`config.mk`:
```
export PLATFORM = sky130hd
export DESIGN_NAME = aabb_bp_cell
export DESIGN_NICKNAME = d
export VERILOG_FILES = /design/src/rtl/core/aabb_broad_phase_pairs_core_assert.svh /design/src/rtl/core/aabb_bp_pkg.sv /design/src/rtl/core/aabb_bp_cell.sv
export SDC_FILE = /design/constraint.sdc
export NUM_CORES = 1
export LEC_CHECK = 0
export ABC_AREA = 1
export BUFFER_PORTS_ARGS = -buffer_cell sky130_fd_sc_hd__buf_2
export CORE_AREA = 10 10 218 220
export CTS_BUF_LIST = sky130_fd_sc_hd__clkbuf_16
export DETAILED_ROUTE_END_ITERATION = 10
export DIE_AREA = 0 0 228 230
export GPL_TIMING_DRIVEN = 0
export HOLD_SLACK_MARGIN = 0.06
export PLACE_DENSITY = 0.45
export SLEW_MARGIN = 40
export SYNTH_ARGS = -nofsm -noshare
export SYNTH_HDL_FRONTEND = slang
export SYNTH_SLANG_ARGS = --single-unit
```
`constraint.sdc`:
```
create_clock -name clk -period 4.8 [get_ports clk]
set_input_delay 0.96 -clock clk [delete_from_list [all_inputs] [get_ports clk]]
set_output_delay 0.96 -clock clk [all_outputs]
set_load 0.02 [all_outputs]
```
`src/rtl/core/aabb_broad_phase_pairs_core_assert.svh`:
```
// assertion macros for the broad phase pair core
// used by the top level only, expects clk and rst in scope
`ifndef AABB_BROAD_PHASE_PAIRS_CORE_ASSERT_SVH
`define AABB_BROAD_PHASE_PAIRS_CORE_ASSERT_SVH

`ifndef NO_ASSERTIONS
`define AABB_BP_ASSERT(label, prop) \
  label: assert property (@(posedge clk) disable iff (rst) prop) \
    else $error("aabb_bp assertion failed");
`define AABB_BP_ASSERT_ALWAYS(label, prop) \
  label: assert property (@(posedge clk) prop) \
    else $error("aabb_bp assertion failed");
`else
`define AABB_BP_ASSERT(label, prop)
`define AABB_BP_ASSERT_ALWAYS(label, prop)
`endif

`endif

```
`src/rtl/core/aabb_bp_pkg.sv`:
```
// shared types and constants for the broad phase pair core
// no dependencies
`default_nettype none

package aabb_bp_pkg;

  localparam int MAX_OBJECTS = 64;
  localparam int ID_W        = 6;
  localparam int COUNT_W     = 7;
  localparam int COORD_W     = 32;
  localparam int STEP_W      = $clog2(MAX_OBJECTS);

  localparam logic FUNC_LOAD   = 1'b0;
  localparam logic FUNC_REPORT = 1'b1;

  typedef logic signed [COORD_W-1:0] coord_t;

  typedef struct packed {
    coord_t min_x;
    coord_t min_y;
    coord_t min_z;
    coord_t max_x;
    coord_t max_y;
    coord_t max_z;
    logic   dyn;
  } box_t;

  typedef struct packed {
    logic load;
    logic shift;
  } cell_ctrl_t;

  typedef enum logic [1:0] {
    ST_IDLE,
    ST_WALK,
    ST_FINISH
  } state_t;

endpackage

`default_nettype wire

```
`src/rtl/core/aabb_bp_cell.sv`:
```
// one ring cell: holds the box of one object slot
// depends on aabb_bp_pkg
`default_nettype none

module aabb_bp_cell (
  input  wire logic                    clk,
  input  wire aabb_bp_pkg::cell_ctrl_t ctrl,
  input  wire aabb_bp_pkg::box_t       load_box,
  input  wire aabb_bp_pkg::box_t       neighbor,
  output aabb_bp_pkg::box_t            box
);

  always_ff @(posedge clk) begin
    if (ctrl.load) begin
      box <= load_box;
    end else if (ctrl.shift) begin
      box <= neighbor;
    end
  end

endmodule

`default_nettype wire

```
==> flow_summary.yaml <==
outcome:
  status: "finished clean"
yosys:
  synth_compound_area_frac: 0
  yosysSeqAreaShare: 0.6951
  synth_fp_nets: 1206
  synth_xor_area_frac: 0
  synth.avg_cell_area_um2: 10.21
  syn_area_um2: 8338
  yosysWarnings: 0
  yosysUniqueCellTypes: 7
  netlist_instances: 817
  synth_top_family_by_area: "simple AND/OR/NAND/NOR gates"
  synth_adder_area_share: 0
  muxShareOfSynthArea: 0
  synthSimpleGateAreaFrac: 0.2614
  ys_ff_latch: 193
detailed_routing:
  dr.pass1.iters: 7
  drc: 0
  routedWlPerCell_um: 18.46
  viasPerCell: 3.839
  dr_total_vias: 7763
  drt_iter0_markers: 333
  ant_nets: 0
  wl_um: 37330
clock_tree:
  postCtsHoldBufs: 0
  clk_path_buf_depth: 2
  cts_tree: "yes"
  clkTransAtPathRegs_ns: 0.07
  postCtsSetupRepairBufs: 0
  htree_levels: 4
  cts_root_buf: "clkbuf_16"
  cts_buffers: 17
  cts.sinks: 193
  cts_resized: 0
global_routing:
  grt_max_degree: 40
  antenna_found_initial: 7
  gr-total-overflow: 0
  grt_use_total: 0.1373
  grt_pass1_vias: 8186
  grt_first_pass_wirelength_um: 53380
sta:
  whs_ns: 0.7462
  rsz0062_at_grt: "no"
  setup_viol: 0
  hold_violations: 0
  worstMarginPinSlew_ns: 0.3619
  timing.final.crit_share: 0.4900
  period_minus_slack_ns: 2.352
  slew_headroom: 0.7587
  fmax_mhz: 425.2
  setup_slack_ns: 2.448
  slew_violations: 0
critical_path:
  arrival_ns: 2.51
  end_kind: "register"
  critPathKind: "in -> reg"
  critPathLaunchType: "primary input"
  required_ns: 4.96
  cp_max_fo: 39
placed_design:
  dp_hpwl_um: 30910
  place.gp.congestion: 0.9259
  preCtsSetupSlack_ns: 1.919
  placed_area_um2: 12080
  dp_cells: 1987
  port_buffers: 580
cells_and_area:
  synthToLayoutAreaGrowth_pct: 51.26
  fin_area_um2: 12610
  regMostFlops: "box"
  largest_reg_flops: 193
  drive_gt1_frac: 0.4571
  final_cells: 2022
  layout.nets: 1810
  fillers: 4638
  reg_top3: "box: 193 flops"
floorplanning:
  core_um2: 42890
  rows: 76
  die_x_um: 228
  dieArea_um2: 52440
  start_util: 0.1944
  die_h_um: 230
  ioPinCount: 582
power_and_ir_drop:
  peakVddDrop_mv: 0.2003
  cellLeakagePower_nw: 6.540
  p_total_mw: 4.345
  power_density_nw_per_um2: 344.5
min_path:
  min_path_cells: 3
  min_path_type: "in -> reg"
run:
  maxCapViolCount: 0
-- cells by family after synthesis --
group / after synthesis
simple gates: 580
buf+inv: 44
flops: 193
-- power by group --
part,total [mW],leakage (nW),switching [mW],internal (mW)
clock,1.34,0.277,0.641,0.699
combinational,0.891,4.28,0.572,0.318
sequential,2.11,1.99,0.0460,2.07
total,4.35,6.54,1.26,3.09
-- cell usage after synthesis --
cell      number  area share
buf_6         19       0.026
nand2_1      579        0.26
or2_2          1     0.00075
buf_2         15      0.0090
edfxtp_1     193        0.70
inv_4          1     0.00075
buf_4          9      0.0081
-- per-layer routing --
layer	global-route usage	vias up	part of all wire
li1	-	3842	-
met1	0.1442	3485	0.38
met2	0.2353	382	0.50
met3	0.06365	46	0.092
met4	0.05416	8	0.025
met5	0	-	0.0012
-- placed cells by master (no fill, tap or decap), drive strengths merged --
master	instances
buf	628
nand2	579
edfxtp	193
clkbuf	17
inv	8
clkinv	5
diode	4
or2	1
clkinvlp	1
bufinv	1
-- area by class of cell --
type | instances | area (um^2) | area share
clock inverter | 14 | 101.3 | 0.008036
multi-input combinational | 580 | 2182 | 0.1730
clock buffer | 17 | 425.4 | 0.03373
sequential | 193 | 5796 | 0.4595
inverter | 1 | 6.256 | 0.0004960
buffer | 43 | 356.6 | 0.02827
antenna | 4 | 10.01 | 0.0007937
timing repair buffer | 585 | 3003 | 0.2381
tap | 585 | 732.0 | 0.05804
-- metrics by stage --
stage	utilization	setup TNS (ns)
3_5_place_dp	0.2816	0
4_1_cts	0.2939	0
2_1_floorplan	-	0
5_1_grt	0.2940	0
3_3_place_gp	0.2792	-120.12
6_report	0.2941	0
-- worst paths after layout --
check / start / endpoint / slack (ns)
worst min-delay path: neighbor[108] / box[108] / 0.75
worst max-delay path: ctrl[1] / box[117] / 2.45
-- critical path, cell delays in order --
cell    delay, ns
buf_4        0.14
buf_4        0.21
or2_4        0.38
buf_12       0.27
buf_12       0.24
buf_12       0.25
Power figures use the tool's default switching activity.
