$ cat config.mk
export PLATFORM = sky130hd
export DESIGN_NAME = aabb_bp_cmp
export DESIGN_NICKNAME = d
export VERILOG_FILES = /design/src/rtl/core/aabb_broad_phase_pairs_core_assert.svh /design/src/rtl/core/aabb_bp_pkg.sv /design/src/rtl/core/aabb_bp_cmp.sv
export SDC_FILE = /design/constraint.sdc
export NUM_CORES = 1
export LEC_CHECK = 0
export ABC_CLOCK_PERIOD_IN_PS = 2900
export BUFFER_PORTS_ARGS = -buffer_cell sky130_fd_sc_hd__buf_2
export CAP_MARGIN = 5
export CELL_PAD_IN_SITES_DETAIL_PLACEMENT = 1
export CELL_PAD_IN_SITES_GLOBAL_PLACEMENT = 1
export CORE_AREA = 4 4 148 150
export DETAILED_ROUTE_END_ITERATION = 12
export DIE_AREA = 0 0 152 154
export PLACE_DENSITY = 0.83
export REMOVE_ABC_BUFFERS = 1
export SETUP_SLACK_MARGIN = 0.05
export SYNTH_ARGS = -nofsm -noshare
export SYNTH_HDL_FRONTEND = slang
export SYNTH_SLANG_ARGS = --single-unit
$ cat constraint.sdc
create_clock -name vclk -period 2.9
set_input_delay 0.435 -clock vclk [all_inputs]
set_output_delay 0.435 -clock vclk [all_outputs]
set_load 0.03 [all_outputs]
$ cat src/rtl/core/aabb_broad_phase_pairs_core_assert.svh
// assertion macros for the broad phase pair core
// used by the top level only, expects clk and rst in scope
`ifndef AABB_BROAD_PHASE_PAIRS_CORE_ASSERT_SVH
`define AABB_BROAD_PHASE_PAIRS_CORE_ASSERT_SVH

`ifndef NO_ASSERTIONS
`define AABB_BP_ASSERT(label, prop) \
  label: assert property (@(posedge clk) disable iff (rst) prop) \
    else $error("aabb_bp assertion failed");
`define AABB_BP_ASSERT_ALWAYS(label, prop) \
  label: assert property (@(posedge clk) prop) \
    else $error("aabb_bp assertion failed");
`else
`define AABB_BP_ASSERT(label, prop)
`define AABB_BP_ASSERT_ALWAYS(label, prop)
`endif

`endif

$ cat src/rtl/core/aabb_bp_pkg.sv
// shared types and constants for the broad phase pair core
// no dependencies
`default_nettype none

package aabb_bp_pkg;

  localparam int MAX_OBJECTS = 64;
  localparam int ID_W        = 6;
  localparam int COUNT_W     = 7;
  localparam int COORD_W     = 32;
  localparam int STEP_W      = $clog2(MAX_OBJECTS);

  localparam logic FUNC_LOAD   = 1'b0;
  localparam logic FUNC_REPORT = 1'b1;

  typedef logic signed [COORD_W-1:0] coord_t;

  typedef struct packed {
    coord_t min_x;
    coord_t min_y;
    coord_t min_z;
    coord_t max_x;
    coord_t max_y;
    coord_t max_z;
    logic   dyn;
  } box_t;

  typedef struct packed {
    logic load;
    logic shift;
  } cell_ctrl_t;

  typedef enum logic [1:0] {
    ST_IDLE,
    ST_WALK,
    ST_FINISH
  } state_t;

endpackage

`default_nettype wire

$ cat src/rtl/core/aabb_bp_cmp.sv
// closed overlap test of two boxes on three axes, with the static pair filter
// depends on aabb_bp_pkg
`default_nettype none

module aabb_bp_cmp (
  input  wire aabb_bp_pkg::box_t a,
  input  wire aabb_bp_pkg::box_t b,
  output logic                   hit
);

  logic sep_x;
  logic sep_y;
  logic sep_z;

  always_comb begin
    sep_x = ($signed(a.max_x) < $signed(b.min_x)) || ($signed(b.max_x) < $signed(a.min_x));
    sep_y = ($signed(a.max_y) < $signed(b.min_y)) || ($signed(b.max_y) < $signed(a.min_y));
    sep_z = ($signed(a.max_z) < $signed(b.min_z)) || ($signed(b.max_z) < $signed(a.min_z));
    hit   = (a.dyn || b.dyn) && !sep_x && !sep_y && !sep_z;
  end

endmodule

`default_nettype wire

==> flow_summary.ini, run 1 <==
[status]
outcome = finished, violations left
violations = negative setup slack

[final_layout]
fin_util_pct = 35.1
drive_gt1_share_pct = 38.8
syn2layout_area_growth_pct = 53.9
layout_commonest_cell = buf_2
fin_area_sq_um = 7260
clkbuf_count = 0
seq_area_sq_um = 0
layout_common_cells = buf_2, inv_1, ha_1, a21oi_1, nand2_1
seq_cells = 0
nNetsFinal = 1653

[sta]
drv_slew = 0
finalSetupViolations = 1
hold_viol_final = 0
fmax_ghz = 0.317
worstMarginPinSlew_ns = 0.465
fin_ws_ns = -0.254
relSlewSlack_pct = 68.2
rsz0062_at_grt = yes
period_share_pct = 109
fin_hold_ws_ns = 1.54
period_needed_ns = 3.15

[setup_path]
critPathSlowestCell = or4_1
end_kind = output port
startpoint_type = primary input
crit_type = in -> out
worstPathCellList = buf_2 -> ha_4 -> and4_4 -> or3b_1 -> or4_1 -> o211ai_1 -> a31o_1 -> nand4_1 -> nor4_2 -> buf_4
cp_data_arrival_time_ns = 2.72
path_max_fanout = 2
cp.required_ns = 2.47
crit_path_max_incr_delay_ns = 0.40

[drt]
via_count = 6202
drc = 0
wire_per_inst_um = 15.5
drt_first_pass_iters = 4
drtAntennaViolNets = 0
drt-total-wl_mm = 21.0
vias_per_cell = 4.57
drt_iter0_markers = 135

[placed_design]
port_buffers = 387
gp_congestion = 0.901
hpwl_mm = 20.3
post_dp_cell_area_sq_um = 7150

[global_routing]
grt_overflow = 0
grt_pass1_vias = 6848
grt_usage_pct = 16.8
antenna_found_initial = 3
grt_pass1_wl_mm = 32.9
grt_max_degree = 5

[floorplan]
fp.dieArea_sq_um = 23400
die_h_um = 154
row_count = 53
fp.dieW_um = 152
num_io_pins = 387
initial_core_util_pct = 22.8
design.core.area_sq_um = 20700

[power]
p_leak_nw = 4.63
p_per_area_nw_per_um2 = 131
ir_drop_v = 0.0000496

[synthesis]
synth_top_area_share_pct = 49.3
avgSynthCellArea_sq_um = 7.02
synthCells = 672
synth_area_leader_cell = ha_1
synth_cell_type_count = 40
synth_area_leaders = ha_1, inv_1, a21oi_1
synth_seq_area_share_pct = 0
netlist_area_sq_um = 4720
ys.warnings.count = 0

[min_path]
hold_path.class = in -> out

[run]
cap_violations = 0

[cts]
cts_hold_buf = 0
Yosys cell counts (2+ instances only):
cell / instances
nand3_1: 14
a221oi_1: 3
a211oi_1: 13
nand4_1: 30
nand2_1: 37
nand2b_1: 6
a2111oi_0: 5
nor2_1: 23
a21oi_1: 58
nor3b_1: 2
o211ai_1: 5
a21o_1: 13
o21a_1: 5
nor2b_1: 2
a31oi_1: 6
a22oi_1: 2
o31ai_1: 3
inv_1: 195
ha_1: 186
o22ai_1: 3
nor4_1: 3
and4_1: 3
o21ai_0: 29
nor3_1: 9
mux2i_1: 2
worst max-delay path, delay by kind of cell:
family / cells / cell delay, ns
AND/OR/NAND/NOR: 5 / 1.41
buffers and inverters: 2 / 0.32
AO/OA/AOI/OAI: 2 / 0.28
adder cells (fa/ha/maj): 1 / 0.25
power breakdown:
group	leakage [nW]	switching, mW	internal, mW
combinational	4.63	0.453	0.498
clock	0.0000127	0	0.0000000926
sequential	0	0	0
path summary, 6_finish.rpt:
path  startpoint  cells after the start  slack [ns]   to
max        b[41]                     10       -0.25  hit
min        b[96]                      5        1.54  hit
routing by layer:
layer | part of all wire, % | vias up | wire length (um) | GRT usage, %
li1 | - | 3148 | - | -
met1 | 39 | 2792 | 8210 | 18.7
met2 | 53 | 222 | 11200 | 33.7
met3 | 5.6 | 36 | 1180 | 2.90
met4 | 2.0 | 4 | 415 | 2.65
met5 | 0.16 | - | 34 | 0
cell families after synthesis:
logic type / share of synthesized area [%]
compound gates: 19.7
xor+xnor: 0.186
fa+ha+maj: 49.3
buf+inv: 15.5
mux: 0.425
simple gates: 14.8
through the flow:
step	power (mW)	std cells	worst slack, ns	setup TNS, ns
after CTS	0.962	1354	-0.330	-0.330
final	0.951	1356	-0.254	-0.254
after floorplan	0.465	672	-0.194	-0.194
after detailed placement	0.939	1354	-0.411	-0.411
after global routing	1.10	1355	-0.398	-0.398
after global placement	0.894	1354	-0.330	-0.330
final cells by class:
type / count / area (sq um)
inverters: 195 / 732
diodes: 2 / 5.00
well taps: 275 / 344
fillers: 2764 / 13400
multi-input cells: 477 / 4050
repair buffers: 407 / 2130
what timing repair did:
action / 4_1_cts / 5_1_grt
pin swaps: 8 / 1
setup endpoints to repair: 1 / 1
gates resized for setup: 16 / 1
buffers inserted: 0 / 0
hold endpoints to repair: 0 / 0
Power figures use the tool's default switching activity.
==> run 2: changes to the inputs <==
--- a/config.mk
+++ b/config.mk
@@ -10,9 +10,9 @@
 export CAP_MARGIN = 5
 export CELL_PAD_IN_SITES_DETAIL_PLACEMENT = 1
 export CELL_PAD_IN_SITES_GLOBAL_PLACEMENT = 1
-export CORE_AREA = 4 4 148 150
+export CORE_AREA = 3 3 147 149
 export DETAILED_ROUTE_END_ITERATION = 12
-export DIE_AREA = 0 0 152 154
+export DIE_AREA = 0 0 150 152
 export PLACE_DENSITY = 0.83
 export REMOVE_ABC_BUFFERS = 1
 export SETUP_SLACK_MARGIN = 0.05
==> constraint.sdc (replaced) <==
create_clock -name vclk -period 2.9
set_input_delay 0.145 -clock vclk [all_inputs]
set_output_delay 0.145 -clock vclk [all_outputs]
set_load 0.03 [all_outputs]
==> run 2 against run 1 <==
Net effect: the run now ends clean; combinational power is 6.1% lower; sequential share of layout area stayed put; cell area is 3.5% lower; via count is 1.6% lower; count of clock-buffer cells in the layout stayed put; critical endpoint unchanged; largest cell class unchanged; largest power group unchanged.
==> flow_summary.ini, run 2 (synthesis gave the netlist of run 1 again) <==
[floorplan]
initial_core_util_pct = 23.2
fp.dieW_um = 150
fp.dieArea_sq_um = 22800
num_io_pins = 387
die_h_um = 152
design.core.area_sq_um = 20300
row_count = 52

[setup_path]
crit_type = in -> out
end_kind = output port
path_max_fanout = 2
startpoint_type = primary input
cp.required_ns = 2.76
cp_data_arrival_time_ns = 2.53

[final_layout]
layout_common_cells = buf_2, inv_1, ha_1, a21oi_1, nand2_1
nNetsFinal = 1633
fin_area_sq_um = 7000
clkbuf_count = 0
syn2layout_area_growth_pct = 48.4
layout_commonest_cell = buf_2
seq_cells = 0
final_cells = 1332
drive_gt1_share_pct = 36.7
seq_area_sq_um = 0
fin_util_pct = 34.5

[global_routing]
grt_pass1_vias = 6466
grt_usage_pct = 16.3
antenna_found_initial = 3
grt_max_degree = 5
grt_pass1_wl_mm = 30.3
grt_overflow = 0

[power]
ir_drop_v = 0.0000477
p_leak_nw = 4.53
p_per_area_nw_per_um2 = 128
power_mw = 0.893

[sta]
fmax_ghz = 0.373
hold_viol_final = 0
finalSetupViolations = 0
fin_hold_ws_ns = 0.892
period_share_pct = 92.4
rsz0062_at_grt = no
tns_ns = 0
worstMarginPinSlew_ns = 0.396
fin_ws_ns = 0.221
drv_slew = 0
relSlewSlack_pct = 72.9
period_needed_ns = 2.68

[drt]
vias_per_cell = 4.58
via_count = 6105
drt_iter0_markers = 140
drc = 0
wire_per_inst_um = 15.3
drtAntennaViolNets = 0
drt_first_pass_iters = 4
drt-total-wl_mm = 20.3

[run]
cap_violations = 0

[placed_design]
port_buffers = 387
post_dp_cell_area_sq_um = 6990
placed_cells_incl_taps = 1329
hpwl_mm = 19.8
gp_congestion = 0.923
pre_cts_slack_ns = 0.132

[status]
outcome = finished clean

[min_path]
hold_path.class = in -> out

[cts]
postCtsSetupRepairBufs = 0
run 2: cell types whose count changed in the layout (fill, tap and decap cells not counted), sizes merged:
cell and delta:
buf -20, diode +1
run 2: worst max-delay path, cell delays in order:
cell      delay [ns]
buf_2           0.07
inv_1           0.04
ha_1            0.31
and4_1          0.25
or3b_1          0.34
or4_1           0.41
o211ai_1        0.12
a31o_1          0.19
nand4_1         0.17
nor4_2          0.28
buf_4           0.20
run 2: cell type report:
type / instances / area [sq um]
Fill cell: 2720 / 13300
Multi-Input combinational cell: 477 / 3980
Timing Repair Buffer: 387 / 1940
Inverter: 195 / 732
Tap cell: 270 / 338
Antenna cell: 3 / 7.51
run 2: what timing repair did:
| action | 4_1_cts | 5_1_grt |
|---|---|---|
| setup endpoints to repair | 0 | 1 |
| hold buffers | 0 | 0 |
| gates resized for setup | 0 | 2 |
run 2: layer usage:
metal / vias to the layer above / wire (um) / global-route usage (%)
li1: 3107 / - / -
met1: 2738 / 7630 / 17.4
met2: 226 / 10600 / 32.3
met3: 34 / 1580 / 3.04
met4: 0 / 541 / 3.88
met5: - / 0 / 0
run 2: power by group:
part           internal (mW)   total [mW]  leakage [nW]  switching (mW)
logic                  0.457        0.893          4.53           0.436
registers                  0            0             0               0
clock network    0.000000138  0.000000138     0.0000190               0
total                  0.457        0.893          4.53           0.436
run 2: path summary, 6_finish.rpt:
kind / startpoint / to / slack [ns] / cells past startpoint
max: a[140] / hit / 0.22 / 11
min: b[96] / hit / 0.89 / 5
==> run 3: changes to the inputs <==
--- a/config.mk
+++ b/config.mk
@@ -5,17 +5,18 @@
 export SDC_FILE = /design/constraint.sdc
 export NUM_CORES = 1
 export LEC_CHECK = 0
+export ABC_AREA = 1
 export ABC_CLOCK_PERIOD_IN_PS = 2900
 export BUFFER_PORTS_ARGS = -buffer_cell sky130_fd_sc_hd__buf_2
 export CAP_MARGIN = 5
 export CELL_PAD_IN_SITES_DETAIL_PLACEMENT = 1
 export CELL_PAD_IN_SITES_GLOBAL_PLACEMENT = 1
-export CORE_AREA = 3 3 147 149
+export CORE_AREA = 3 3 151 153
 export DETAILED_ROUTE_END_ITERATION = 12
-export DIE_AREA = 0 0 150 152
+export DIE_AREA = 0 0 154 156
 export PLACE_DENSITY = 0.83
-export REMOVE_ABC_BUFFERS = 1
 export SETUP_SLACK_MARGIN = 0.05
+export SLEW_MARGIN = 20
 export SYNTH_ARGS = -nofsm -noshare
 export SYNTH_HDL_FRONTEND = slang
 export SYNTH_SLANG_ARGS = --single-unit
==> run 3 against run 2 <==
Net effect: sequential cell count did not move; synthesized cell count is 21% higher; die area up 5.4%; area after synthesis is 5.3% higher; fmax grew 12%; count of clock-buffer cells in the layout unchanged; worst hold slack improved by 0.089 ns; sequential share of layout area unchanged; cell area grew 3.6%.
==> flow_summary.ini, run 3 <==
[power]
switchingPower_mw = 0.461
clkPwrFrac_pct = 0
p_per_area_nw_per_um2 = 126
ir_drop_v = 0.0000458
internal-power_mw = 0.453
p_leak_nw = 5.01
comb_power_share_pct = 100.0
seqPwrFrac_pct = 0
power.share.switching_pct = 50.4

[floorplan]
row_count = 54
initial_core_util_pct = 22.9
fp.dieW_um = 154
die_h_um = 156
design.core.area_sq_um = 21700
num_io_pins = 387
fp.dieArea_sq_um = 24000

[cts]
postCtsSetupRepairBufs = 0
cts_resized = 0
cts_hold_buf = 0

[global_routing]
grt_pass1_vias = 6904
grt_max_degree = 6
grt_pass1_wl_mm = 31.3
grt_overflow = 0
grt_usage_pct = 15.7
antenna_found_initial = 2

[setup_path]
worstPathCellList = buf_2 -> ha_1 -> nand2_1 -> nor2_2 -> nand4_2 -> a21oi_1 -> nor2_1 -> nand2_1 -> nand2_1 -> nand2_1 -> nand2_1 -> nor3_2 -> buf_2
end_kind = output port
worst_path_most_repeated_cell = nand2_1
path_max_fanout = 4
critPathSlowestCell = ha_1
cp.required_ns = 2.76
startpoint_type = primary input
cp_data_arrival_time_ns = 2.25
crit_type = in -> out
crit_path_max_incr_delay_ns = 0.34

[final_layout]
seq_cells = 0
layout_commonest_cell = buf_2
nNetsFinal = 1773
syn2layout_area_growth_pct = 46.0
nFillCells = 2958
seq_area_sq_um = 0
multi_input_area_sq_um = 4100
drive_gt1_share_pct = 33.3
layout_common_cells = buf_2, inv_1, ha_1, nand2_1, a21oi_1
antennaDiodeCount = 0
clkbuf_count = 0

[placed_design]
port_buffers = 387
gp_congestion = 0.848
hpwl_mm = 19.7

[synthesis]
netlist_area_sq_um = 4970
yosys-top-cells-count = inv_1, ha_1, nand2_1
synth_area_leader_cell = ha_1
synth_cell_type_count = 25
yosysMostFrequentCell = inv_1
synthCells = 812
syn_nets = 1384
avgSynthCellArea_sq_um = 6.12
synth_seq_area_share_pct = 0
synth_top_area_share_pct = 46.9
ys.warnings.count = 0
synth_area_leaders = ha_1, inv_1, nand2_1

[run]
cap_violations = 0

[sta]
finalSetupViolations = 0
hold_viol_final = 0
tns_ns = 0
period_share_pct = 82.6
fin_hold_ws_ns = 0.981
period_needed_ns = 2.40
drv_slew = 0
relSlewSlack_pct = 82.1
fmax_ghz = 0.418
worstMarginPinSlew_ns = 0.265
rsz0062_at_grt = no

[min_path]
hold_depth = 5
hold_path.class = in -> out

[drt]
drt_first_pass_iters = 4
drt_iter0_markers = 150
vias_per_cell = 4.38
drc = 0
wire_per_inst_um = 13.7
via_count = 6471
drtAntennaViolNets = 0
drt-total-wl_mm = 20.2

[status]
outcome = finished clean
run 3: worst paths after layout:
path / from / to / slack [ns]
max: b[64] / hit / 0.50
min: b[0] / hit / 0.98
run 3: cells by family (layout without fill, tap and decap cells):
logic type | count (synthesis) | count (layout) | synth area share (%)
and+or+nand+nor | 279 | 279 | 23.7
buffers and inverters | 231 | 618 | 17.5
adders and majority gates | 186 | 186 | 46.9
AOI/OAI and AO/OA | 116 | 116 | 12.0
run 3: layout make-up:
type / count / share of cell area, %
timing repair buffer: 387 / 26.7
inverter: 231 / 12.0
multi-input combinational: 581 / 56.5
tap: 280 / 4.83
run 3: layer usage:
layer,wire (um),vias to the layer above,global-route usage (%)
li1,-,3348,-
met4,274,4,1.77
met3,1800,22,3.77
met5,26,-,0
met1,7230,2847,15.9
met2,10900,250,32.9
run 3: through the flow:
step / power [mW] / setup slack, ns / util [%] / area [sq um] / cells
floorplan: 0.497 / 1.12 / - / 4970 / 812
global placement: 0.886 / 0.490 / 33.4 / 7250 / 1479
detailed placement: 0.931 / 0.426 / 33.4 / 7250 / 1479
CTS: 0.938 / 0.425 / 33.4 / 7250 / 1479
global route: 1.08 / 0.301 / 33.4 / 7250 / 1479
finish: 0.913 / 0.505 / 33.4 / 7250 / 1479
run 3: critical path, delay by kind of cell:
kind / cells / cell delay [ns]
buffers and inverters: 2 / 0.37
AOI/OAI and AO/OA: 1 / 0.25
and+or+nand+nor: 9 / 1.14
adders and majority gates: 1 / 0.34
run 3: power groups by stage:
stage	clock network [mW]	registers, mW	logic (mW)
after CTS	0	0	0.938
after global placement	0	0	0.886
after detailed placement	0	0	0.931
after global routing	0	0	1.08
final	0	0	0.913
after floorplan	0	0	0.497
